--- src/hdl/tun_pkg.sv ---
// Shared types and widths for the triangle unit normal pipeline.
// No dependencies; every other file imports this package.
`timescale 1ns / 1ps
package tun_pkg;

  localparam int COORD_BITS = 16;
  localparam int FRAC_OUT   = 14;
  localparam int OUT_W      = 16;
  localparam int NUM_COORD  = 9;

  localparam int DW   = COORD_BITS + 1;       // edge component
  localparam int PW   = 2 * DW;               // edge product
  localparam int MW   = PW + 1;               // cross component magnitude
  localparam int LO   = (MW + 1) / 2;         // low split of a magnitude
  localparam int HI   = MW - LO;              // high split of a magnitude
  localparam int SW   = 2 * MW + 2;           // sum of squares, kept even
  localparam int RW   = SW / 2;               // square root width
  localparam int QW   = FRAC_OUT + 1;         // quotient bits
  localparam int DVW  = RW + FRAC_OUT;        // shifted divisor and remainder

  localparam int IN_W  = ((NUM_COORD * COORD_BITS + 7) / 8) * 8;
  localparam int OUTD_W = ((3 * OUT_W + 7) / 8) * 8;

  typedef struct packed {
    logic                 valid;
    logic                 degen;
    logic [2:0]           neg;
    logic [2:0][MW-1:0]   mag;
    logic [SW-1:0]        rad;
    logic [SW-1:0]        res;
    logic [SW-1:0]        probe;
  } sq_t;

  typedef struct packed {
    logic                 valid;
    logic                 degen;
    logic [2:0]           neg;
    logic [2:0][DVW-1:0]  rem;
    logic [DVW-1:0]       dvs;
    logic [2:0][QW-1:0]   quo;
  } dv_t;

endpackage

--- src/hdl/tun_div_cell.sv ---
// One quotient bit of three restoring divisions sharing a divisor, registered.
// Depends on tun_pkg.
`timescale 1ns / 1ps
module tun_div_cell import tun_pkg::*; (
  input  logic clk,
  input  logic rst_n,
  input  logic en,
  input  dv_t  d_in,
  output dv_t  d_out
);

  dv_t        d_r;
  logic [2:0] take;

  always_comb begin
    for (int i = 0; i < 3; i++) take[i] = d_in.rem[i] >= d_in.dvs;
  end

  always_ff @(posedge clk) begin
    if (!rst_n) begin
      d_r.valid <= 1'b0;
    end else if (en) begin
      d_r.valid <= d_in.valid;
    end
    if (en) begin
      d_r.degen <= d_in.degen;
      d_r.neg   <= d_in.neg;
      d_r.dvs   <= d_in.dvs >> 1;
      for (int i = 0; i < 3; i++) begin
        d_r.rem[i] <= take[i] ? d_in.rem[i] - d_in.dvs : d_in.rem[i];
        d_r.quo[i] <= {d_in.quo[i][QW-2:0], take[i]};
      end
    end
  end

  assign d_out = d_r;

endmodule

--- config.mk ---
export PLATFORM = sky130hd
export DESIGN_NAME = tun_div_cell
export DESIGN_NICKNAME = d
export VERILOG_FILES = /design/src/hdl/tun_pkg.sv /design/src/hdl/tun_div_cell.sv
export SDC_FILE = /design/constraint.sdc
export NUM_CORES = 1
export LEC_CHECK = 0
export BUFFER_PORTS_ARGS = -buffer_cell sky130_fd_sc_hd__buf_2
export CORE_ASPECT_RATIO = 2
export CORE_MARGIN = 2
export CORE_UTILIZATION = 50
export CTS_CLUSTER_SIZE = 10
export DETAILED_ROUTE_END_ITERATION = 10
export HOLD_SLACK_MARGIN = 0.1
export PLACE_DENSITY = 0.85
export SLEW_MARGIN = 25
export SYNTH_ARGS = -nofsm -noshare
export SYNTH_HDL_FRONTEND = slang
export SYNTH_SLANG_ARGS = --single-unit
--- constraint.sdc ---
create_clock -name clk -period 6.36 [get_ports clk]
set_input_delay 0.636 -clock clk [delete_from_list [all_inputs] [get_ports clk]]
set_output_delay 0.636 -clock clk [all_outputs]
set_load 0.01 [all_outputs]
Yosys cells after proc, flatten, opt, wreduce, memory -nomap -nowiden

Cells that the tools add are included.

Input bits: 253
Logic and storage cells: 19
Flip-flop bits (word level): 249
Output and inout bits: 250

Magnitude comparators: 3
Multiplexer cells: 3
Add/sub/neg operators: 3

Operators with widths:

| operator             | number |
|---|---|
| >= comparator 50 bit | 3 |
| 2-to-1 mux 50 bit    | 3 |
| subtractor 50 bit    | 3 |

Longest topological paths before layout

Depth in word-level cells: 2
Gate-level depth with buffers: 16
Depth with buffers taken out: 14

Least setup slack after synthesis

Ideal clock, no wire load.

Path kind: input -> register
Start point: input port d_in[195] (netlist name)
End point: register d_r, in the netlist d_out[199], data pin
Data arrival time: 3.336 ns
Stages: 15
Path buffers: 2
Data required time: 6.100 ns
Path slack: 2.764 ns
Setup time: 0.260 ns
Path through: inv_1 > ha_1 > inv_1 > fa_1 > a21o_1 > a311oi_1 > o21ai_1 > o311ai_2 > a211oi_1 > nor3_2 > o221ai_2 > a21o_1 > buf_2 > buf_6 > mux2_4

Cells in the longest elaborated chain, start to end: 2
Elaborated cells between the ends (all ways): 3
Those cells by class: add/sub (1); order compare (1); mux (1)

Ends and longest elaborated chain:

| what                                                             | line                                   | RTL |
|---|---|---|
| from (decl)                                                      | tun_div_cell.sv:8                      | `input dv_t d_in,` |
| subtractor 50 bit / >= comparator 50 bit (equally long branches) | tun_div_cell.sv:30, tun_div_cell.sv:16 |  |
| 2-to-1 mux 50 bit (*)                                            | tun_div_cell.sv:30                     | `d_r.rem[i] <= take[i] ? d_in.rem[i] - d_in.dvs : d_in.rem[i];` |
| to (decl)                                                        | tun_div_cell.sv:12                     | `dv_t d_r;` |

Mark *: on every way between the ends. The rest lies on a longest branch, timed or not.
A chain may end at the register's enable or synchronous reset.

Worst setup path after layout

Start point: input port d_in[45] (netlist name)
End point: register d_r, in the netlist d_out[150], data pin

The elaborated chain is that of the path after synthesis.

==> results.ini <==
[sta]
slew_violations=0
setup_viol=0
fmax_mhz=231
finClkSkew_ns=0
fin_crit_ns=4.33
max-slew-margin-rel_pct=28.2
rsz0062_at_grt=no
min_period_over_period_pct=68.2
hold_viol=0
max_slew.worst_pin.slew_ns=1.08
setup_tns_ns=0

[power]
powerDensity_nw_per_um2=245
p_leak_nw=9.61
max-vdd-ir-drop_mv=0.277

[floorplan]
die_h_microns=274
dieArea_sq_um=38200
io_pins=503
start_util_pct=50.3
coreArea_sq_um=36300
rows=99
die_w_microns=139

[worst_setup_path]
critPathArrivalTime_ns=4.63
critPathLaunchType=input port
cp-end-kind=register
worstSetupPathType=in2reg
crit_required_ns=6.65
cp_max_fo=32

[detailed_routing]
remaining_drc_errors=0
num_vias=16400
first_iter_violations=936
routed_wl_microns=61400
ant_nets=0
first_pass_iters=5
wl_per_cell_microns=22.1
vias_per_cell=5.88

[place]
place_hpwl_microns=50100
dp_cells=2724
place.gp.congestion=0.981
place.port_buffers=498

[grt]
antenna_found_initial=15
track_usage_pct=30.5
grt_max_degree=134
grt-ovfl-total=0
first_global_vias=16200
grt_pass1_wl_microns=90000

[run]
cap_violations=0

[run_status]
outcome=completed

[logic_synthesis]
synth_top_area_cell=edfxtp_1
synth-edff-count=248
yosysWarnings=0
async_flop_share_pct=0
yosys_most_used_dff=edfxtp_1
yosysTopAreaCellShare_pct=40.8
yosysMostFrequentCell=edfxtp_1
synth_area_sq_um=18300
synth_seq_area_share_pct=40.9
synthDistinctLibCells=85
avgSynthCellArea_sq_um=9.79
ys_seq_elements=249
synth_area_leaders=edfxtp_1, ha_1, a21oi_1
synthCells=1865
synthTopCellsByCount=edfxtp_1, a21oi_1, ha_1
synth_nets=2271

[cts]
ctsHoldBuffers=0
clock_path_buffers=3
ctsResizeCount=0
clock-sinks=249
clock-root-buffer=clkbuf_16
htree_levels=1
cts_buffers=29
clock_latency_ns=0.55
cts_setup_buffers=0
path_clk_slew_ns=0.06
cts_tree=built

[layout]
drive_gt1_share_pct=25.2
final_cells=2781
nNetsFinal=2707
syn_to_final_growth_pct=19.3
largest_reg_flops=249

[worst_hold_path]
hold_path_class=in2reg

-- layout by cell type, fill, tap and decap left out, types with 12 or more instances in the layout --
cell type | netlist | routed
a21o_1 | 74 | 73
a21oi_1 | 210 | 210
a31oi_1 | 15 | 15
and3_1 | 13 | 13
buf_2 | 24 | 497
clkbuf_1 | 61 | 13
clkbuf_16 | 0 | 29
diode_2 | 0 | 12
edfxtp_1 | 248 | 248
ha_1 | 150 | 150
inv_1 | 105 | 105
mux2_1 | 44 | 44
mux2_2 | 12 | 12
mux2_4 | 12 | 12
nand2_1 | 148 | 148
nand3_1 | 47 | 47
nand4_1 | 42 | 42
nor2_1 | 114 | 114
nor2b_1 | 21 | 21
nor3_1 | 22 | 22
nor4_1 | 14 | 14
o21a_1 | 20 | 20
o21ai_0 | 103 | 103
o21ai_1 | 19 | 19
o21bai_1 | 36 | 36
xnor2_1 | 84 | 84
xor2_1 | 53 | 53
-- final timing paths --
| path | start | endpoint | slack [ns] | cells past startpoint |
|---|---|---|---|---|
| worst max-delay path | d_in[45] | d_out[150] | 2.03 | 15 |
| worst min-delay path | d_in[5] | d_out[6] | 0.26 | 1 |
| worst max register to register | d_out[249] | d_out[249] | 5.75 | 2 |
| worst min register to register | d_out[249] | d_out[249] | 0.52 | 2 |
-- where the power goes --
part           total [W]  switching, W  internal, W
clock network    0.00153      0.000649     0.000879
registers        0.00212     0.0000581      0.00206
logic            0.00170       0.00102     0.000682
total            0.00535       0.00173      0.00362
-- routing by layer --
layer | track usage (%) | up-vias | share of wire [%]
li1 | - | 7805 | -
met1 | 30.5 | 7614 | 34
met2 | 54.9 | 698 | 51
met3 | 4.33 | 229 | 5.4
met4 | 26.6 | 4 | 9.8
met5 | 0 | - | 0.044
-- final cells by class --
class / count / area, sq um
Fill cell: 3101 / 14500
Multi-Input combinational cell: 1414 / 9940
Sequential cell: 249 / 7470
Timing Repair Buffer: 502 / 2570
Clock buffer: 43 / 788
Tap cell: 454 / 568
Inverter: 105 / 394
Clock inverter: 2 / 33.8
Antenna cell: 12 / 30.0
-- critical path: stages --
cell     delay, ns
buf_2         0.22
ha_1          0.22
inv_1         0.06
fa_1          0.40
a21oi_1       0.20
nor2_1        0.08
nor4_1        0.32
o21ai_1       0.20
o21ai_1       0.31
a21oi_1       0.18
nor3_2        0.30
o21ai_2       0.12
a31oi_4       0.66
buf_12        0.30
mux2_1        0.36
-- logic make-up after synthesis --
kind of cell | count (synthesis) | share of synthesized area (%)
AND/OR/NAND/NOR | 472 | 12.4
adder cells (fa/ha/maj) | 153 | 10.6
XOR/XNOR | 137 | 6.57
AO/OA/AOI/OAI | 580 | 20.2
multiplexers | 71 | 4.61
other | 1 | 0.0205
buffers and inverters | 202 | 4.69
flip-flops | 249 | 40.9
-- stage by stage --
stage	util [%]	worst slack (ns)	hold WS (ns)	cell area (sq um)	power [W]
6_report	60.0	2.03	0.255	21800	0.00535
5_1_grt	60.0	1.73	0.238	21800	0.00559
4_1_cts	60.0	2.07	0.235	21800	0.00537
3_5_place_dp	57.7	1.49	0.511	20900	0.00383
3_3_place_gp	57.7	1.53	0.490	20900	0.00380
2_1_floorplan	-	2.76	0.538	18300	0.00323
No activity file was read; power rests on OpenSTA's default activity.
