==> src/hdl/tun_pkg.sv <==
// Shared types and widths for the triangle unit normal pipeline.
// No dependencies; every other file imports this package.
`timescale 1ns / 1ps
package tun_pkg;

  localparam int COORD_BITS = 16;
  localparam int FRAC_OUT   = 14;
  localparam int OUT_W      = 16;
  localparam int NUM_COORD  = 9;

  localparam int DW   = COORD_BITS + 1;       // edge component
  localparam int PW   = 2 * DW;               // edge product
  localparam int MW   = PW + 1;               // cross component magnitude
  localparam int LO   = (MW + 1) / 2;         // low split of a magnitude
  localparam int HI   = MW - LO;              // high split of a magnitude
  localparam int SW   = 2 * MW + 2;           // sum of squares, kept even
  localparam int RW   = SW / 2;               // square root width
  localparam int QW   = FRAC_OUT + 1;         // quotient bits
  localparam int DVW  = RW + FRAC_OUT;        // shifted divisor and remainder

  localparam int IN_W  = ((NUM_COORD * COORD_BITS + 7) / 8) * 8;
  localparam int OUTD_W = ((3 * OUT_W + 7) / 8) * 8;

  typedef struct packed {
    logic                 valid;
    logic                 degen;
    logic [2:0]           neg;
    logic [2:0][MW-1:0]   mag;
    logic [SW-1:0]        rad;
    logic [SW-1:0]        res;
    logic [SW-1:0]        probe;
  } sq_t;

  typedef struct packed {
    logic                 valid;
    logic                 degen;
    logic [2:0]           neg;
    logic [2:0][DVW-1:0]  rem;
    logic [DVW-1:0]       dvs;
    logic [2:0][QW-1:0]   quo;
  } dv_t;

endpackage

==> src/hdl/tun_sqrt_cell.sv <==
// One digit step of the integer square root, registered.
// Depends on tun_pkg.
`timescale 1ns / 1ps
module tun_sqrt_cell import tun_pkg::*; (
  input  logic clk,
  input  logic rst_n,
  input  logic en,
  input  sq_t  d_in,
  output sq_t  d_out
);

  sq_t        d_r;
  logic [SW-1:0] trial;
  logic          take;

  // res and probe never overlap, so their sum is an OR
  assign trial = d_in.res | d_in.probe;
  assign take  = d_in.rad >= trial;

  always_ff @(posedge clk) begin
    if (!rst_n) begin
      d_r.valid <= 1'b0;
    end else if (en) begin
      d_r.valid <= d_in.valid;
    end
    if (en) begin
      d_r.degen <= d_in.degen;
      d_r.neg   <= d_in.neg;
      d_r.mag   <= d_in.mag;
      d_r.rad   <= take ? d_in.rad - trial : d_in.rad;
      d_r.res   <= take ? (d_in.res >> 1) | d_in.probe : d_in.res >> 1;
      d_r.probe <= d_in.probe >> 2;
    end
  end

  assign d_out = d_r;

endmodule

==> config.mk <==
export PLATFORM = sky130hd
export DESIGN_NAME = tun_sqrt_cell
export DESIGN_NICKNAME = d
export VERILOG_FILES = /design/src/hdl/tun_pkg.sv /design/src/hdl/tun_sqrt_cell.sv
export SDC_FILE = /design/constraint.sdc
export NUM_CORES = 1
export LEC_CHECK = 0
export BUFFER_PORTS_ARGS = -buffer_cell sky130_fd_sc_hd__clkbuf_2
export CORE_AREA = 3 3 253 255
export DETAILED_ROUTE_END_ITERATION = 6
export DIE_AREA = 0 0 256 258
export RECOVER_POWER = 100
export SYNTH_ARGS = -nofsm -noshare
export SYNTH_HDL_FRONTEND = slang
export SYNTH_SLANG_ARGS = --single-unit
==> constraint.sdc <==
create_clock -name clk -period 3.8 [get_ports clk]
set_clock_uncertainty 0.1 [all_clocks]
set_input_delay 0.95 -clock clk [delete_from_list [all_inputs] [get_ports clk]]
set_output_delay 0.95 -clock clk [all_outputs]
set_load 0.02 [all_outputs]
# ---- Yosys cells after proc, flatten, opt, wreduce, memory -nomap -nowiden
# Index checks and enable logic that the tools add are counted.
dict set report classes {
  n_addsub 1
  magnitude_cmp 1
  n_mux 2
  bitwise_logic 2
}
# operator count
set op_table {}
lappend op_table {{72-bit greater-or-equal comparator} 1}
lappend op_table {{72-bit 2-to-1 mux} 1}
lappend op_table {{71-bit by 72-bit bitwise OR with 72-bit output} 1}
lappend op_table {{72-bit bitwise OR} 1}
lappend op_table {{72-bit subtractor} 1}
lappend op_table {{71-bit 2-to-1 mux} 1}
dict set report totals {
  register_bits 324
  input_bits 329
  out_inout_bits 326
  wordCells 16
}

# ---- Logic depth before layout (Yosys ltp)
dict set report depth {
  depth_word 3
  mapped_depth 17
  ltp_nobuf 14
}

# ---- Worst setup path before layout
# No wires, ideal clock.
dict set report synth_path {
  path_type {input port to flip-flop}
  startpoint {in d_in[0] in the netlist's numbering}
  endpoint {reg d_r, in the netlist d_out[205] (data pin)}
  setup_ps 267
  t_arrival_ps 3619
  required_ps 3433
  setup_slack_ps -186
  path_stages 17
  n_path_buf 3
  path_cell_list {or2_2 > ha_1 > inv_1 > fa_1 > a21o_1 > o21ai_1 > a21oi_2 > o2111ai_1 > a31oi_1 > nor3_1 > o31a_1 > or2_4 > buf_6 > clkbuf_1 > buf_2 > nand2_1 > o21ai_0}
}
dict set report synth_between {
  elab_chain_cells 3
  word_cells_on_any_way 4
  classes_between {add/sub: 1; order compare: 1; mux: 1; bitwise: 1}
}
# item line_no
set synth_lines {}
lappend synth_lines {{start: declaration} tun_sqrt_cell.sv:8} ;# input sq_t d_in,
lappend synth_lines {{72-bit bitwise OR *} tun_sqrt_cell.sv:17} ;# assign trial = d_in.res | d_in.probe;
lappend synth_lines {{72-bit subtractor or 72-bit greater-or-equal comparator (tied branches)} {tun_sqrt_cell.sv:30, tun_sqrt_cell.sv:18}}
lappend synth_lines {{72-bit 2-to-1 mux *} tun_sqrt_cell.sv:30} ;# d_r.rad <= take ? d_in.rad - trial : d_in.rad;
lappend synth_lines {{end: declaration} tun_sqrt_cell.sv:12} ;# sq_t d_r;
# Mark *: on every way between the ends. The rest lies on a longest branch, timed or not.
# A chain may end at the register's enable or synchronous reset.

# ---- Worst setup path after layout
dict set report layout_path {
  startpoint {in d_in[72] in the netlist's numbering}
  endpoint {reg d_r, in the netlist d_out[148] (data pin)}
}
# The elaborated chain is that of the path after synthesis.

==> impl_summary.log <==
INFO  metric instances_no_fill = 3,227
INFO  metric layout.nets = 2,758
INFO  metric finalCritPeriodShare = 98.8%
INFO  metric arr_time_crit_path = 3.94 ns
INFO  metric yosys_register_bits = 324
INFO  metric power_density = 448 mW/mm^2
INFO  metric yosys.cell_types.count = 66
INFO  metric synthesis.area = 0.0159 sq mm
INFO  metric max-cap-violations = 1
INFO  metric ys_dominant_reg_cell = sky130_fd_sc_hd__edfxtp_1
INFO  metric min_tclk_post_route = 3.75 ns
INFO  metric timing.final.setup_violations = 0
INFO  metric dp.final_hpwl = 52,600 microns
INFO  metric worst_ir_drop_vdd = 0.327 mV
INFO  metric timing.critical_path.required = 3.99 ns
INFO  metric num_vias = 14,700
INFO  metric asyncSetResetFlopFracSynth = 0%
INFO  metric io_pins = 655
INFO  metric layout_area_overhead = 50.2%
INFO  metric power_leakage = 10.2 nW
INFO  metric worst_path_dominant_cell_family = compound AO/OA/AOI/OAI gates
INFO  metric worstHoldPathType = reg -> reg
INFO  metric die_w = 256 microns
INFO  metric drt_drc_violations_left = 0
INFO  metric routed_wire_length_per_instance = 20.1 microns
INFO  metric dpl.cell_count = 3,137
INFO  metric commonest_cells_after_routing_fill_and_taps_aside = 388 x sky130_fd_sc_hd__clkbuf_1, 323 x sky130_fd_sc_hd__edfxtp_1, 305 x sky130_fd_sc_hd__buf_4
INFO  metric violations_in_the_final_reports = capacitance limit, slew limit
INFO  metric grt_max_degree = 79
INFO  metric fillerInstances = 6,335
INFO  metric initial_core_util = 25.7%
INFO  metric postSynthAreaPerCell = 11.9 sq um
INFO  metric grt_pass1_vias = 15,300
INFO  metric critical-path-slowest-cell = sky130_fd_sc_hd__or2_4
INFO  metric final_layout_size_suffix_gt1_share = 31.6%
INFO  metric wire_length_of_the_first_global_routing_pass = 92,900 microns
INFO  metric path_cells = clkbuf_2 > or2_4 > ha_4 > inv_2 > fa_2 > a21o_1 > o21ai_2 > a21oi_4 > o2111ai_2 > a31oi_2 > buf_4 > nor3_4 > o31a_1 > or2_4 > buf_4 > clkbuf_16 > nand2_1 > o21ai_1
INFO  metric drt_pre_antenna_iters = 7
INFO  metric gp_routability_congestion = 0.899
INFO  metric die_y = 258 microns
INFO  metric syn-instance-count = 1,336
INFO  metric numClockSinks = 324
INFO  metric sequentialPowerShare = 41.1%
INFO  metric grt_overflow_total = 0
INFO  metric timing.critical_path.to_type = flip-flop
INFO  metric cts.htree.levels = 2
INFO  metric delay_of_the_slowest_cell_on_the_worst_path = 0.34 ns
INFO  metric switching_power = 0.00310 W
INFO  metric root_buffer = sky130_fd_sc_hd__clkbuf_16
INFO  metric port_buffers = 652
INFO  metric finalInstanceArea = 0.0239 sq mm
INFO  metric num_rows = 91
INFO  metric worst_setup_path_start_kind = input port
INFO  metric postCtsHoldBufs = 0
INFO  metric synth.yosys.seq_area_share = 61.1%
INFO  metric core_region_area = 0.0618 sq mm
INFO  metric max-clock-path-buffers = 3
INFO  metric grt_setup_unrepaired = true
INFO  metric mostFrequentLayoutCell = sky130_fd_sc_hd__clkbuf_1
INFO  metric grt_antenna_before_repair = 8
INFO  metric dieArea = 0.0660 sq mm
INFO  metric crit_buf_inv = 5
INFO  metric critPathKind = in -> reg
INFO  metric first_iter_violations = 750
INFO  metric worstSkewPairLatency = 0.55 ns
INFO  metric max_ffs_per_register = 324
INFO  metric p_sw_share = 29.0%
INFO  metric tightest_slew = 2.37 ns
INFO  metric yosysWarnings = 0
INFO  metric outcome = complete, but fails checks
INFO  metric clkPwrFrac = 36.3%
INFO  metric intPower = 0.00760 W
INFO  metric placement.cell_area = 0.0229 sq mm
INFO  metric crit_path_max_fanout = 9
INFO  metric fmax = 266 MHz
INFO  metric numCtsBuffers = 38
INFO  metric vias_per_cell = 4.54
INFO  metric slew-limit-headroom = -58.3%
INFO  metric slew_viol_final = 79
INFO  metric synth-edff-count = 323
INFO  metric wl = 64,800 microns
INFO  metric tritoncts = yes
INFO  metric route.antenna.remaining_nets = 0
INFO  metric report.final.hold_viol_count = 0
INFO  metric comb_power_share = 22.6%
INFO  metric overall_global_routing_usage = 18.4%
INFO  metric clk_pin_slew_worst_paths = 0.06 ns
## kinds of logic after synthesis
logic type / count (synthesis) / share of synthesized area, %
compound gates: 400 / 15.8
xor+xnor: 67 / 3.69
fa+ha+maj: 73 / 5.79
buf+inv: 82 / 2.56
flops: 324 / 61.1
mux: 3 / 0.204
other cells: 1 / 0.0236
simple gates: 386 / 10.9
## worst register-to-register path, delay by kind of cell, from the launching register on
| family | cells | cell delay [ns] |
|---|---|---|
| AND/OR/NAND/NOR | 1 | 0.17 |
| multiplexers | 1 | 0.07 |
| flip-flops | 1 | 0.34 |
## power groups by stage
| stage | registers, W | clock network [W] | logic, W |
|---|---|---|---|
| 6_report | 0.00440 | 0.00389 | 0.00242 |
| 2_1_floorplan | 0.00487 | 0 | 0.000760 |
| 4_1_cts | 0.00440 | 0.00401 | 0.00248 |
| 5_1_grt | 0.00443 | 0.00415 | 0.00262 |
| 3_3_place_gp | 0.00447 | 0 | 0.00246 |
| 3_5_place_dp | 0.00447 | 0 | 0.00247 |
## final cells by class
| cell class | instances | area, sq um | share of cell area [%] |
|---|---|---|---|
| Antenna cell | 6 | 15.0 | 0.0628 |
| Clock buffer | 44 | 995 | 4.16 |
| Clock inverter | 24 | 325 | 1.36 |
| Tap cell | 837 | 1050 | 4.38 |
| Multi-Input combinational cell | 932 | 5950 | 24.9 |
| Sequential cell | 324 | 9720 | 40.7 |
| Inverter | 26 | 97.6 | 0.408 |
| Timing Repair Buffer | 1034 | 5750 | 24.1 |
## stage by stage
step	total power [W]	setup slack (ns)	utilization [%]	setup TNS [ns]	hold WS, ns
6_report	0.0107	0.0465	38.7	0	0.434
5_1_grt	0.0112	-0.0534	38.7	-1.75	0.428
4_1_cts	0.0109	-0.0285	39.2	-0.0571	0.427
3_5_place_dp	0.00694	-0.845	37.0	-94.90	0.424
3_3_place_gp	0.00692	-0.854	37.0	-94.11	0.401
2_1_floorplan	0.00563	0.0386	-	0	0.489
## worst paths after layout
| path | start | to | slack (ns) | cells after the start |
|---|---|---|---|---|
| hold / removal | d_out[325]$_SDFFE_PN0P_ | d_out[325]$_SDFFE_PN0P_ | 0.43 | 2 |
| setup / recovery | d_in[72] | d_out[148]$_DFFE_PP_ | 0.05 | 18 |
| setup reg to reg | d_out[325]$_SDFFE_PN0P_ | d_out[325]$_SDFFE_PN0P_ | 3.06 | 2 |
| hold reg to reg | d_out[325]$_SDFFE_PN0P_ | d_out[325]$_SDFFE_PN0P_ | 0.43 | 2 |
## synthesized netlist by cell type, types with 2 or more instances
cell / n / share of area (%)
sky130_fd_sc_hd__a21boi_0: 4 / 0.19
sky130_fd_sc_hd__nand3_1: 15 / 0.47
sky130_fd_sc_hd__buf_2: 25 / 0.79
sky130_fd_sc_hd__inv_1: 26 / 0.61
sky130_fd_sc_hd__o2111ai_1: 3 / 0.17
sky130_fd_sc_hd__o211ai_1: 6 / 0.28
sky130_fd_sc_hd__and2_1: 3 / 0.12
sky130_fd_sc_hd__o31a_1: 3 / 0.17
sky130_fd_sc_hd__mux2_2: 2 / 0.14
sky130_fd_sc_hd__xnor2_1: 48 / 2.6
sky130_fd_sc_hd__a31oi_1: 9 / 0.35
sky130_fd_sc_hd__buf_6: 4 / 0.28
sky130_fd_sc_hd__or4_1: 3 / 0.14
sky130_fd_sc_hd__and4_1: 3 / 0.17
sky130_fd_sc_hd__buf_4: 10 / 0.47
sky130_fd_sc_hd__nand2_1: 152 / 3.6
sky130_fd_sc_hd__a31o_2: 2 / 0.11
sky130_fd_sc_hd__o21a_1: 8 / 0.38
sky130_fd_sc_hd__a211oi_1: 7 / 0.33
sky130_fd_sc_hd__nor4_2: 2 / 0.16
sky130_fd_sc_hd__nor3_1: 17 / 0.53
sky130_fd_sc_hd__nand2b_1: 9 / 0.35
sky130_fd_sc_hd__a221oi_1: 3 / 0.17
sky130_fd_sc_hd__xor2_1: 19 / 1.0
sky130_fd_sc_hd__nand4_1: 28 / 1.1
sky130_fd_sc_hd__nor2_1: 130 / 3.1
sky130_fd_sc_hd__o21ba_2: 3 / 0.19
sky130_fd_sc_hd__ha_1: 72 / 5.7
sky130_fd_sc_hd__o21ai_1: 8 / 0.25
sky130_fd_sc_hd__o21ai_0: 111 / 3.5
sky130_fd_sc_hd__clkbuf_1: 17 / 0.40
sky130_fd_sc_hd__nor2b_1: 8 / 0.31
sky130_fd_sc_hd__o31ai_1: 5 / 0.24
sky130_fd_sc_hd__a41o_1: 2 / 0.13
sky130_fd_sc_hd__nor4_1: 5 / 0.20
sky130_fd_sc_hd__a21oi_2: 3 / 0.17
sky130_fd_sc_hd__o21bai_1: 18 / 0.85
sky130_fd_sc_hd__edfxtp_1: 323 / 61
sky130_fd_sc_hd__a21o_1: 94 / 4.4
sky130_fd_sc_hd__a21oi_1: 100 / 3.1
## metal layers
layer | vias to the layer above | track usage, % | wire (microns)
met5 | - | 0 | 29
met4 | 4 | 5.69 | 1780
met3 | 89 | 4.59 | 4220
met2 | 513 | 33.0 | 32800
met1 | 7009 | 21.6 | 25900
li1 | 7049 | - | -
## repair_timing
item,CTS,global route
gates resized for setup,4,37
setup endpoints to repair,140,141
cloned,0,5
buffers inserted,0,11
pin swaps,0,16
(Power assumes the default switching activity.)
